<file path="config.mk">
export PLATFORM = sky130hd
export DESIGN_NAME = totient_prime_check
export DESIGN_NICKNAME = d
export VERILOG_FILES = /design/src/tpc_pkg.sv /design/src/totient_prime_check.sv /design/src/tpc_scratch.sv /design/src/tpc_divider.sv
export SDC_FILE = /design/constraint.sdc
export NUM_CORES = 1
export LEC_CHECK = 0
export ABC_AREA = 0
export BUFFER_PORTS_ARGS = -buffer_cell sky130_fd_sc_hd__buf_4
export CORE_MARGIN = 3
export CORE_UTILIZATION = 55
export CTS_CLUSTER_DIAMETER = 40
export CTS_CLUSTER_SIZE = 20
export DETAILED_ROUTE_END_ITERATION = 10
export PLACE_DENSITY = 0.76
export SYNTH_ARGS = -nofsm -noshare
export SYNTH_HDL_FRONTEND = slang
export SYNTH_SLANG_ARGS = --single-unit
</file>
<file path="constraint.sdc">
create_clock -name clock -period 8.98 [get_ports clock]
set_input_delay 0.898 -clock clock [delete_from_list [all_inputs] [get_ports clock]]
set_output_delay 0.898 -clock clock [all_outputs]
set_load 0.005 [all_outputs]
</file>
<file path="src/tpc_pkg.sv">
`default_nettype none

package tpc_pkg;

   // word widths fixed by the value and totient fields
   localparam int unsigned DATA_W  = 17;
   // trial divisor: d*d stays at most one step above a 17-bit cofactor
   localparam int unsigned TRIAL_W = 9;
   localparam int unsigned SQ_W    = 2 * TRIAL_W;

   typedef logic [DATA_W-1:0]  data_type;
   typedef logic [TRIAL_W-1:0] trial_type;

   // scratch memory entries
   typedef enum logic {
      ADDR_ACC,
      ADDR_REST
   } addr_type;

   typedef struct packed {
      logic     wr_en;
      addr_type wr_addr;
      data_type wr_data;
      logic     rd_en;
      addr_type rd_addr;
   } mem_req_type;

   typedef struct packed {
      logic     start;
      data_type dividend;
      data_type divisor;
   } div_req_type;

   typedef struct packed {
      logic     done;
      data_type quotient;
      data_type remainder;
   } div_rsp_type;

endpackage

`default_nettype wire

</file>
<file path="src/totient_prime_check.sv">
`default_nettype none

// A value at or above VALUE_LIMIT is answered straight from idle, and 0 and 1 need no divide;
//   otherwise each trial divisor costs a divide on the shared divider plus read and
//   compare, with up to 361 divisors for a prime near the top.
// Throughput: one word at a time; busy stays high until the result strobe is set.
// The receiver cannot stall: rsp_valid is a one-cycle strobe.
// Reset (synchronous, active high) clears the sequencer, divider and strobe.
module totient_prime_check #(
   parameter int unsigned VALUE_LIMIT = 131072
) (
   input  wire                      clock,
   input  wire                      reset,
   input  wire                      start,
   output logic                     busy,
   input  wire  [tpc_pkg::DATA_W-1:0] req_value,
   output logic                     rsp_valid,
   output logic [tpc_pkg::DATA_W-1:0] rsp_totient,
   output logic                     rsp_totient_is_prime
);

   localparam int unsigned TW = tpc_pkg::TRIAL_W;
   localparam int unsigned SW = tpc_pkg::SQ_W;

   // Sequencer states.
   // Totient pass: CHECK reads the cofactor, CMP tests d*d against it and starts
   // the divide, DIVR takes the result. While d keeps dividing the cofactor the
   // square test is skipped (in_while). ACC_* remove acc/divisor from the result.
   // Prime pass: PRIME_* test the totient word held in the scratch store; a totient
   // above 2 is even, so this pass ends at the first divisor.
   typedef enum logic [3:0] {
      S_IDLE,
      S_INIT,
      S_CHECK,
      S_CMP,
      S_DIVR,
      S_ACC_RD,
      S_ACC_DIV,
      S_ACC_WAIT,
      S_PRIME_RD,
      S_PRIME_CMP,
      S_PRIME_WAIT
   } state_type;

   state_type            state_ff;
   tpc_pkg::data_type    value_ff;
   tpc_pkg::trial_type   d_ff;
   tpc_pkg::data_type    divisor_ff;
   logic                 in_while_ff;
   logic                 ret_final_ff;   // result update came from the leftover prime
   logic                 rsp_valid_ff;
   tpc_pkg::data_type    rsp_totient_ff;
   logic                 rsp_prime_ff;

   tpc_pkg::mem_req_type mem_req;
   tpc_pkg::data_type    rd_data;
   tpc_pkg::div_req_type div_req;
   tpc_pkg::div_rsp_type div_rsp;

   logic [SW-1:0] sq;
   logic          sq_above;
   logic          above_one;
   logic          in_range;
   logic          accept;
   logic          rem_zero;

   assign sq        = {{TW{1'b0}}, d_ff} * {{TW{1'b0}}, d_ff};
   assign sq_above  = sq > {{(SW - tpc_pkg::DATA_W){1'b0}}, rd_data};
   assign above_one = rd_data > tpc_pkg::DATA_W'(1);
   assign in_range  = 32'(req_value) < VALUE_LIMIT;
   assign accept    = start && !busy;
   assign rem_zero  = div_rsp.remainder == '0;

   tpc_scratch u_scratch (
      .clock   (clock),
      .mem_req (mem_req),
      .rd_data (rd_data)
   );

   tpc_divider u_divider (
      .clock   (clock),
      .reset   (reset),
      .div_req (div_req),
      .div_rsp (div_rsp)
   );

   // scratch store accesses; a write and a read of the same word never share a cycle
   always_comb begin
      mem_req         = '0;
      mem_req.wr_addr = tpc_pkg::ADDR_ACC;
      mem_req.rd_addr = tpc_pkg::ADDR_ACC;
      case (state_ff)
         S_IDLE: begin
            mem_req.wr_en   = accept && in_range;
            mem_req.wr_data = req_value;
         end
         S_INIT: begin
            mem_req.wr_en   = 1'b1;
            mem_req.wr_addr = tpc_pkg::ADDR_REST;
            mem_req.wr_data = value_ff;
         end
         S_CHECK: begin
            mem_req.rd_en   = 1'b1;
            mem_req.rd_addr = tpc_pkg::ADDR_REST;
         end
         S_DIVR: begin
            mem_req.wr_en   = div_rsp.done && rem_zero;
            mem_req.wr_addr = tpc_pkg::ADDR_REST;
            mem_req.wr_data = div_rsp.quotient;
         end
         S_ACC_RD: begin
            mem_req.rd_en = 1'b1;
         end
         S_ACC_WAIT: begin
            // rd_data still holds the result word read in ACC_RD
            mem_req.wr_en   = div_rsp.done;
            mem_req.wr_data = rd_data - div_rsp.quotient;
         end
         S_PRIME_RD: begin
            mem_req.rd_en = 1'b1;
         end
         default: begin
         end
      endcase
   end

   always_comb begin
      div_req.dividend = rd_data;
      div_req.divisor  = divisor_ff;
      case (state_ff)
         S_CMP:       div_req.start = in_while_ff || !sq_above;
         S_ACC_DIV:   div_req.start = 1'b1;
         S_PRIME_CMP: div_req.start = above_one && !sq_above;
         default:     div_req.start = 1'b0;
      endcase
   end

   always_ff @(posedge clock) begin
      if (reset) begin
         state_ff     <= S_IDLE;
         rsp_valid_ff <= 1'b0;
      end else begin
         rsp_valid_ff <= 1'b0;
         case (state_ff)
            S_IDLE: begin
               if (accept) begin
                  if (in_range) begin
                     value_ff    <= req_value;
                     d_ff        <= TW'(2);
                     in_while_ff <= 1'b0;
                     state_ff    <= S_INIT;
                  end else begin
                     rsp_valid_ff   <= 1'b1;
                     rsp_totient_ff <= '0;
                     rsp_prime_ff   <= 1'b0;
                  end
               end
            end
            S_INIT: begin
               state_ff <= S_CHECK;
            end
            S_CHECK: begin
               divisor_ff <= tpc_pkg::DATA_W'(d_ff);
               state_ff   <= S_CMP;
            end
            S_CMP: begin
               if (in_while_ff || !sq_above) begin
                  state_ff <= S_DIVR;
               end else if (above_one) begin
                  // leftover cofactor is prime
                  divisor_ff   <= rd_data;
                  ret_final_ff <= 1'b1;
                  state_ff     <= S_ACC_RD;
               end else begin
                  d_ff     <= TW'(2);
                  state_ff <= S_PRIME_RD;
               end
            end
            S_DIVR: begin
               if (div_rsp.done) begin
                  if (rem_zero) begin
                     in_while_ff <= 1'b1;
                     state_ff    <= S_CHECK;
                  end else if (in_while_ff) begin
                     in_while_ff  <= 1'b0;
                     ret_final_ff <= 1'b0;
                     state_ff     <= S_ACC_RD;
                  end else begin
                     d_ff     <= d_ff + TW'(1);
                     state_ff <= S_CHECK;
                  end
               end
            end
            S_ACC_RD: begin
               state_ff <= S_ACC_DIV;
            end
            S_ACC_DIV: begin
               state_ff <= S_ACC_WAIT;
            end
            S_ACC_WAIT: begin
               if (div_rsp.done) begin
                  if (ret_final_ff) begin
                     d_ff     <= TW'(2);
                     state_ff <= S_PRIME_RD;
                  end else begin
                     d_ff     <= d_ff + TW'(1);
                     state_ff <= S_CHECK;
                  end
               end
            end
            S_PRIME_RD: begin
               divisor_ff <= tpc_pkg::DATA_W'(d_ff);
               state_ff   <= S_PRIME_CMP;
            end
            S_PRIME_CMP: begin
               if (!above_one || sq_above) begin
                  rsp_valid_ff   <= 1'b1;
                  rsp_totient_ff <= rd_data;
                  rsp_prime_ff   <= above_one;
                  state_ff       <= S_IDLE;
               end else begin
                  state_ff <= S_PRIME_WAIT;
               end
            end
            S_PRIME_WAIT: begin
               if (div_rsp.done) begin
                  if (rem_zero) begin
                     rsp_valid_ff   <= 1'b1;
                     rsp_totient_ff <= rd_data;
                     rsp_prime_ff   <= 1'b0;
                     state_ff       <= S_IDLE;
                  end else begin
                     d_ff     <= d_ff + TW'(1);
                     state_ff <= S_PRIME_RD;
                  end
               end
            end
            default: begin
               state_ff <= S_IDLE;
            end
         endcase
      end
   end

   assign busy                 = state_ff != S_IDLE;
   assign rsp_valid            = rsp_valid_ff;
   assign rsp_totient          = rsp_totient_ff;
   assign rsp_totient_is_prime = rsp_prime_ff;

`ifndef SYNTHESIS
   // the result strobe only appears once the sequencer is back at rest
   a_rsp_idle: assert property (@(posedge clock) disable iff (reset)
      rsp_valid |-> !busy)
      else $error("result strobe while busy");

   // an in-range word always starts a computation
   a_accept_busy: assert property (@(posedge clock) disable iff (reset)
      (accept && in_range) |=> busy)
      else $error("accepted word did not start");

   // divider results arrive only where the sequencer waits for them
   a_div_done_wait: assert property (@(posedge clock) disable iff (reset)
      div_rsp.done |-> (state_ff == S_DIVR || state_ff == S_ACC_WAIT ||
                        state_ff == S_PRIME_WAIT))
      else $error("divider finished outside a wait state");

   // a prime totient is never below two
   a_prime_range: assert property (@(posedge clock) disable iff (reset)
      (rsp_valid && rsp_totient_is_prime) |-> (rsp_totient >= tpc_pkg::DATA_W'(2)))
      else $error("prime flag on a totient below two");
`endif

endmodule

`default_nettype wire

</file>
<file path="src/tpc_scratch.sv">
`default_nettype none

// two-word working store, one write and one registered read per cycle
module tpc_scratch (
   input  wire                       clock,
   input  wire tpc_pkg::mem_req_type mem_req,
   output tpc_pkg::data_type         rd_data
);

   tpc_pkg::data_type mem [2];
   tpc_pkg::data_type rd_data_ff;

   always_ff @(posedge clock) begin
      if (mem_req.wr_en) begin
         mem[mem_req.wr_addr] <= mem_req.wr_data;
      end
      if (mem_req.rd_en) begin
         rd_data_ff <= mem[mem_req.rd_addr];
      end
   end

   assign rd_data = rd_data_ff;

endmodule

`default_nettype wire

</file>
<file path="src/tpc_divider.sv">
`default_nettype none

// restoring divider, one quotient bit per cycle
module tpc_divider (
   input  wire                       clock,
   input  wire                       reset,
   input  wire tpc_pkg::div_req_type div_req,
   output tpc_pkg::div_rsp_type      div_rsp
);

   localparam int unsigned W     = tpc_pkg::DATA_W;
   localparam int unsigned CNT_W = $clog2(W);

   logic              busy_ff;
   logic              done_ff;
   logic [CNT_W-1:0]  cnt_ff;
   tpc_pkg::data_type rem_ff;
   tpc_pkg::data_type quo_ff;
   tpc_pkg::data_type dsr_ff;

   logic [W+1:0] shifted;
   logic [W+1:0] diff;
   logic         neg;

   assign shifted = {1'b0, rem_ff, quo_ff[W-1]};
   assign diff    = shifted - {2'b00, dsr_ff};
   assign neg     = diff[W+1];

   always_ff @(posedge clock) begin
      if (reset) begin
         busy_ff <= 1'b0;
         done_ff <= 1'b0;
         cnt_ff  <= '0;
      end else begin
         done_ff <= 1'b0;
         if (busy_ff) begin
            rem_ff <= neg ? shifted[W-1:0] : diff[W-1:0];
            quo_ff <= {quo_ff[W-2:0], ~neg};
            if (cnt_ff == CNT_W'(W - 1)) begin
               busy_ff <= 1'b0;
               done_ff <= 1'b1;
            end
            cnt_ff <= cnt_ff + CNT_W'(1);
         end else if (div_req.start) begin
            busy_ff <= 1'b1;
            cnt_ff  <= '0;
            rem_ff  <= '0;
            quo_ff  <= div_req.dividend;
            dsr_ff  <= div_req.divisor;
         end
      end
   end

   assign div_rsp.done      = done_ff;
   assign div_rsp.quotient  = quo_ff;
   assign div_rsp.remainder = rem_ff;

endmodule

`default_nettype wire

</file>
# Yosys cells after proc, flatten, opt, wreduce, memory -nomap -nowiden
# Memory sizes are Yosys's and may differ from the RTL's. A register that Yosys moved wholly into a read port is not among the register bits.
# Cells that the tools add are included.
[totals] ff_bits=126 ramBits=34 in_bits=20 elab_cells=146 mem_count=1
[mem_list] name="u_scratch.mem" depth=2 word_bits=17 rd=1 rd_clocked_by_memory_dff=1 write_ports=1 line="tpc_scratch.sv:10" rtl="tpc_pkg::data_type mem [2];"
[op_classes] n_addsub=4 multipliers=1 order_cmp=2 n_eq_ne=24 mux=66 bitwise=3 reduce_logical=30
[ops] operator="17-bit two-way mux" n=10
[ops] operator="9-bit two-way mux" n=10
[ops] operator="17-bit one-hot mux with 2 select lines" n=2
[ops] operator="17-bit one-hot mux with 4 select lines" n=1
[ops] operator="9-bit one-hot mux with 5 select lines" n=1
[ops] operator="4-bit one-hot mux with 11 select lines" n=1
[ops] operator="4-bit two-way mux" n=9
[ops] operator="1-bit two-way mux" n=22
[ops] operator="2-bit inequality test (second input constant)" n=10
[ops] operator="18-bit by 17-bit subtractor with 19-bit output" n=1
[ops] operator="18-bit by 17-bit greater-than comparator with 1-bit output" n=1
[ops] operator="9-bit by 9-bit multiplier with 18-bit output" n=1
[ops] operator="17-bit by 1-bit greater-than comparator with 1-bit output (second input constant)" n=1
[ops] operator="17-bit zero test" n=1
[ops] operator="17-bit subtractor" n=1
[ops] operator="4-bit by 3-bit == test with 1-bit output (second input constant)" n=4
[ops] operator="4-bit == test (second input constant)" n=3
[ops] operator="4-bit AND reduction" n=3
[ops] operator="11-bit AND reduction" n=1
[ops] operator="5-bit two-way mux" n=2
[ops] operator="2-bit nonzero test" n=5
[ops] operator="9-bit by 1-bit adder with 9-bit output (second input constant)" n=1
[ops] operator="4-bit by 2-bit == test with 1-bit output (second input constant)" n=2
[ops] operator="1-bit one-hot mux with 2 select lines" n=4
[ops] operator="other kinds (20)" n=33

# Depth between registers and ports, before layout
[logic_depth] ltp_word=7 ltp_mapped=29 ltp_nobuf=28

# Cells and area by module
# From an unflattened synthesis, not the netlist that was laid out.
[hier_totals] hier_cells=1057 area_unflattened_um2=11589.9
[modules_own_cells] module="totient_prime_check" n_inst=1 cells_each=701 area_per_inst_um2=6495.0 seq_area_each_um2=1991.9
[modules_own_cells] module="tpc_divider" n_inst=1 cells_each=284 area_per_inst_um2=3290.7 seq_area_each_um2=1671.6
[modules_own_cells] module="tpc_scratch" n_inst=1 cells_each=72 area_per_inst_um2=1804.2 seq_area_each_um2=1531.5

# Least setup slack after synthesis
# Ideal clock, no wire load.
[synth_timing] path_kind="reg-to-reg" from="register d_ff[6]" to="register u_divider.dsr_ff[0] (enable)" t_arrival_ns=7.420 required_time_ns=8.568 slack_ns=1.148 path_stages_with_launch=29 n_path_buf=1 path_cell_list="edfxtp_1 -> clkbuf_1 -> and2_1 -> inv_1 -> fa_1 -> inv_1 -> fa_1 -> inv_1 -> fa_1 -> fa_1 -> inv_1 -> ha_1 -> a21oi_1 -> nor2b_1 -> o21a_1 -> o21ai_1 -> nand2b_1 -> a41o_1 -> o41ai_1 -> xnor2_1 -> ha_1 -> nor3_2 -> nand3b_1 -> o32ai_1 -> a221oi_1 -> a211o_1 -> nor4_4 -> o221ai_2 -> nor3_1"
[synth_via] elab_chain_cells=6 word_cells_on_any_way=7
[synth_lines] element="start: declaration" line="totient_prime_check.sv:47" rtl="tpc_pkg::trial_type d_ff;"
[synth_lines] element="start signal: assignment" line="totient_prime_check.sv:189" rtl="d_ff <= d_ff + TW'(1);"
[synth_lines] element="start signal: assignment" line="totient_prime_check.sv:206" rtl="d_ff <= d_ff + TW'(1);"
[synth_lines] element="start signal: assignment" line="totient_prime_check.sv:233" rtl="d_ff <= d_ff + TW'(1);"
[synth_lines] element="9-bit by 9-bit multiplier with 18-bit output *" line="totient_prime_check.sv:67" rtl="assign sq = {{TW{1'b0}}, d_ff} * {{TW{1'b0}}, d_ff};"
[synth_lines] element="18-bit by 17-bit greater-than comparator with 1-bit output *" line="totient_prime_check.sv:68" rtl="assign sq_above = sq > {{(SW - tpc_pkg::DATA_W){1'b0}}, rd_data};"
[synth_lines] element="1-bit zero test *" line="totient_prime_check.sv:131, totient_prime_check.sv:133"
[synth_lines] element="1-bit logical AND / 1-bit logical OR (equally long branches)" line="totient_prime_check.sv:133, totient_prime_check.sv:131"
[synth_lines] element="1-bit one-hot mux with 3 select lines *" line="totient_prime_check.sv:130" rtl="case (state_ff)"
[synth_lines] element="3-bit AND reduction (no source line) *"
[synth_lines] element="end signal: assignment" line="tpc_divider.sv:49" rtl="dsr_ff <= div_req.divisor;"
[synth_lines] element="end: declaration" line="tpc_divider.sv:19" rtl="tpc_pkg::data_type dsr_ff;"
# Every way passes the cells marked *; elsewhere a longest branch is shown, timed or not.
# A chain may end at the register's enable or synchronous reset.

# Worst setup path after layout
[layout_timing] from="register d_ff[3]" to="register u_divider.quo_ff[8] (enable)"
[layout_via] elab_chain_cells=7 word_cells_on_any_way=8
[layout_lines] element="9-bit by 9-bit multiplier with 18-bit output *" line="totient_prime_check.sv:67"
[layout_lines] element="18-bit by 17-bit greater-than comparator with 1-bit output *" line="totient_prime_check.sv:68"
[layout_lines] element="1-bit zero test *" line="totient_prime_check.sv:131, totient_prime_check.sv:133"
[layout_lines] element="1-bit logical AND / 1-bit logical OR (equally long branches)" line="totient_prime_check.sv:133, totient_prime_check.sv:131"
[layout_lines] element="1-bit one-hot mux with 3 select lines *" line="totient_prime_check.sv:130"
[layout_lines] element="2-bit nonzero test (no source line) *"
[layout_lines] element="2-bit AND reduction (no source line) *"
[layout_lines] element="end signal: assignment" line="tpc_divider.sv:38" rtl="quo_ff <= {quo_ff[W-2:0], ~neg};"
[layout_lines] element="end signal: assignment" line="tpc_divider.sv:48" rtl="quo_ff <= div_req.dividend;"
[layout_lines] element="end: declaration" line="tpc_divider.sv:18" rtl="tpc_pkg::data_type quo_ff;"
# Marks and branches as above.

==> metrics.txt <==
Mapped Area 0.0114 mm2; initial antenna violation count 0; setup_tns 0 ns; register area share after synthesis 45.8%; largest net degree at the start of global routing 42; CTS H-Tree Depth 4; Final Slew Violations 0; PortBufs 39; Starting Density 57.2%; clk_skew 0.0122 ns; Ys Warns 0; worst min-delay path class flip-flop to flip-flop; fin crit period 8.07 ns; CTS tree done; hpwl dp 18900 um; Final Hold Viols 0; Crit Path Category flip-flop to flip-flop; Num CTS Buffers 17; GRT Total Usage 24.3%; Max clock buf depth 2; Pre-antenna DRT Iters 5; setup violators final 0; slowest CP cell a21oi_4; Worst setup EP type flip-flop; status completed; I/O pin cnt 40; Die X 150 um; Residual DRC 0; switching part of the total 38.1%; Worst EP required 9.10 ns; detailed-route vias per instance 5.89; leakage 5.18 nW; via count of the routed design 8147; antenna cell count 0; Power, Total 3.14 mW; pwr dens 251 mW/mm2; RSZ-0062 raised after global routing no; #FFs+latches synth 177; reg2reg start d_ff[3]$_DFFE_PP_; worst hold start divisor_ff[0]$_DFFE_PP_; Final Util 63.2%; DRT Wirelength 26100 um; combinational share of power 43.6%; Psw 1.20 mW; Fmax achieved 124 MHz; CTS clk-pin slew, worst paths 0.07 ns; syn nets 1212; cell-internal power 1.95 mW; sequential power share 32.9%; number of DRC markers in iteration 0 645; Avg Cell Area, Syn 10.6 um2; Synth cell types 68; final period utilization 89.9%; Rows 51; ys flop type edfxtp_1; Least-Margin Pin Slew 1.19 ns; Critical Path Most Common Cell fa_1; synth top area cells edfxtp_1, ha_1, fa_1; maximum vdd drop 186 uV; CTS root buf clkbuf_16; Synth top area share 43.6%; Die Y 150 um; Yosys top cell by area edfxtp_1; synthesized netlist cell count 1069; total grt overflow 0; # hold bufs at CTS 0; cts repair resizes 0; WHS 0.423 ns; clock power share 23.5%; asr flop ratio synth 0%; crit path DAT 8.20 ns; CP peak stage delay 0.56 ns; Max-slew headroom 20.5%; Worst Setup SP d_ff[3]$_DFFE_PP_; P&R area growth vs syn 10.5%; crit path max fanout 18; clock latency on the worst-skew pair 0.44 ns; global-route wire length before repair 42300 um; setup bufs post-CTS 0; max cap viols 0; Startpoint Class flip-flop; Avg WL per Cell 18.8 um; core area 0.0198 mm2; die area 0.0224 mm2; nets 1248; Final ANT Viol Nets 0; number of global-route vias before repair 8054; routability cong. 0.902; clk sink count 177; number of synthesized flops with an enable pin 165; layout cells sized above 1 10.9%
## power by group through the flow
stage	logic [mW]	clock network (mW)	registers, mW
2_1_floorplan	1.06	0	1.02
3_3_place_gp	1.31	0	1.05
3_5_place_dp	1.35	0	1.05
4_1_cts	1.37	0.745	1.03
5_1_grt	1.56	0.785	1.04
6_report	1.37	0.737	1.04
## synth_stat cells, types with 3 or more instances
cell	number
a21boi_0	3
nor2_1	86
o21bai_1	3
a211oi_1	11
buf_2	3
nor2b_1	15
inv_1	134
xor2_1	18
mux2i_1	34
nor3_1	21
a221oi_1	4
xnor2_1	32
o221ai_1	11
edfxtp_1	165
a21oi_1	52
or3_1	7
a21oi_2	3
nand4_1	4
clkbuf_1	25
o31ai_1	4
fa_1	35
nand3_1	25
and2_1	19
a221o_1	4
and3_1	7
a31oi_1	3
o21ai_0	56
nand2b_1	13
dfxtp_1	12
nand2_1	86
a211o_1	4
o21a_1	5
a31o_2	3
a21o_1	9
mux2_2	21
ha_1	88
nor4_1	7
## routing by layer
| metal | vias up | track usage (%) | share of wire [%] |
|---|---|---|---|
| li1 | 3860 | - | - |
| met1 | 3915 | 33.7 | 43 |
| met2 | 309 | 38.7 | 47 |
| met3 | 63 | 3.69 | 7.0 |
| met4 | 0 | 9.52 | 3.0 |
| met5 | - | 0 | 0 |
## placed cells by master, fill, tap and decap left out, drive strengths merged, types with 8 or more instances in the layout
| cell type | instances |
|---|---|
| nor2 | 86 |
| nor2b | 15 |
| inv | 142 |
| a21o | 9 |
| fa | 35 |
| a21oi | 55 |
| nand3 | 25 |
| edfxtp | 165 |
| nand2 | 86 |
| ha | 88 |
| o21ai | 58 |
| nand2b | 13 |
| dfxtp | 12 |
| buf | 49 |
| mux2 | 21 |
| and2 | 19 |
| nor4 | 8 |
| nor3 | 22 |
| xor2 | 18 |
| clkbuf | 19 |
| xnor2 | 32 |
| mux2i | 34 |
| o221ai | 12 |
| a211oi | 13 |
## critical path: cells and delay by family (launching register included)
kind	cells	cell delay (ns)
buffers and inverters	4	0.76
AO/OA/AOI/OAI	11	2.78
XOR/XNOR	1	0.11
adder cells (fa/ha/maj)	6	2.48
flip-flops	1	0.49
AND/OR/NAND/NOR	6	1.12
## worst paths after layout
path	end	slack, ns	cells after the start
worst max-delay path	u_divider.quo_ff[8]$_DFFE_PP_	0.91	28
worst min-delay path	u_divider.dsr_ff[0]$_DFFE_PP_	0.42	0
worst max register to register	u_divider.quo_ff[8]$_DFFE_PP_	0.91	28
worst min register to register	u_divider.dsr_ff[0]$_DFFE_PP_	0.42	0
## layout make-up
class	count	area, um2
Clock buffer	19	453
Clock inverter	13	134
Fill cell	1538	7290
Inverter	136	510
Multi-Input combinational cell	724	5560
Sequential cell	177	5200
Tap cell	265	332
Timing Repair Buffer	49	368
## flip-flops by register name (all words and copies together), names as in the netlist, 5 cells and up
register           cells
d_ff                   9
divisor_ff            17
rsp_totient           17
u_divider.cnt_ff       5
u_divider.dsr_ff      17
u_divider.quo_ff      17
u_divider.rem_ff      17
u_scratch.mem         34
u_scratch.rd_data     17
value_ff              17
## stage by stage
step	setup slack, ns	area [um2]	std cells
6_report	0.905	12600	1383
5_1_grt	0.265	12600	1383
4_1_cts	0.927	12600	1383
3_5_place_dp	1.02	12000	1351
3_3_place_gp	1.22	12000	1351
2_1_floorplan	1.15	11400	1069
## logic make-up (layout without fill, tap and decap cells)
kind of cell	after synthesis	after routing	share of synthesized area, %
flops	177	177	45.8
compound gates	197	197	11.3
fa+ha+maj	123	123	15.9
simple gates	299	299	12.5
buf+inv	168	217	5.69
mux	55	55	5.08
xor+xnor	50	50	3.86
Power figures use the tool's default switching activity.
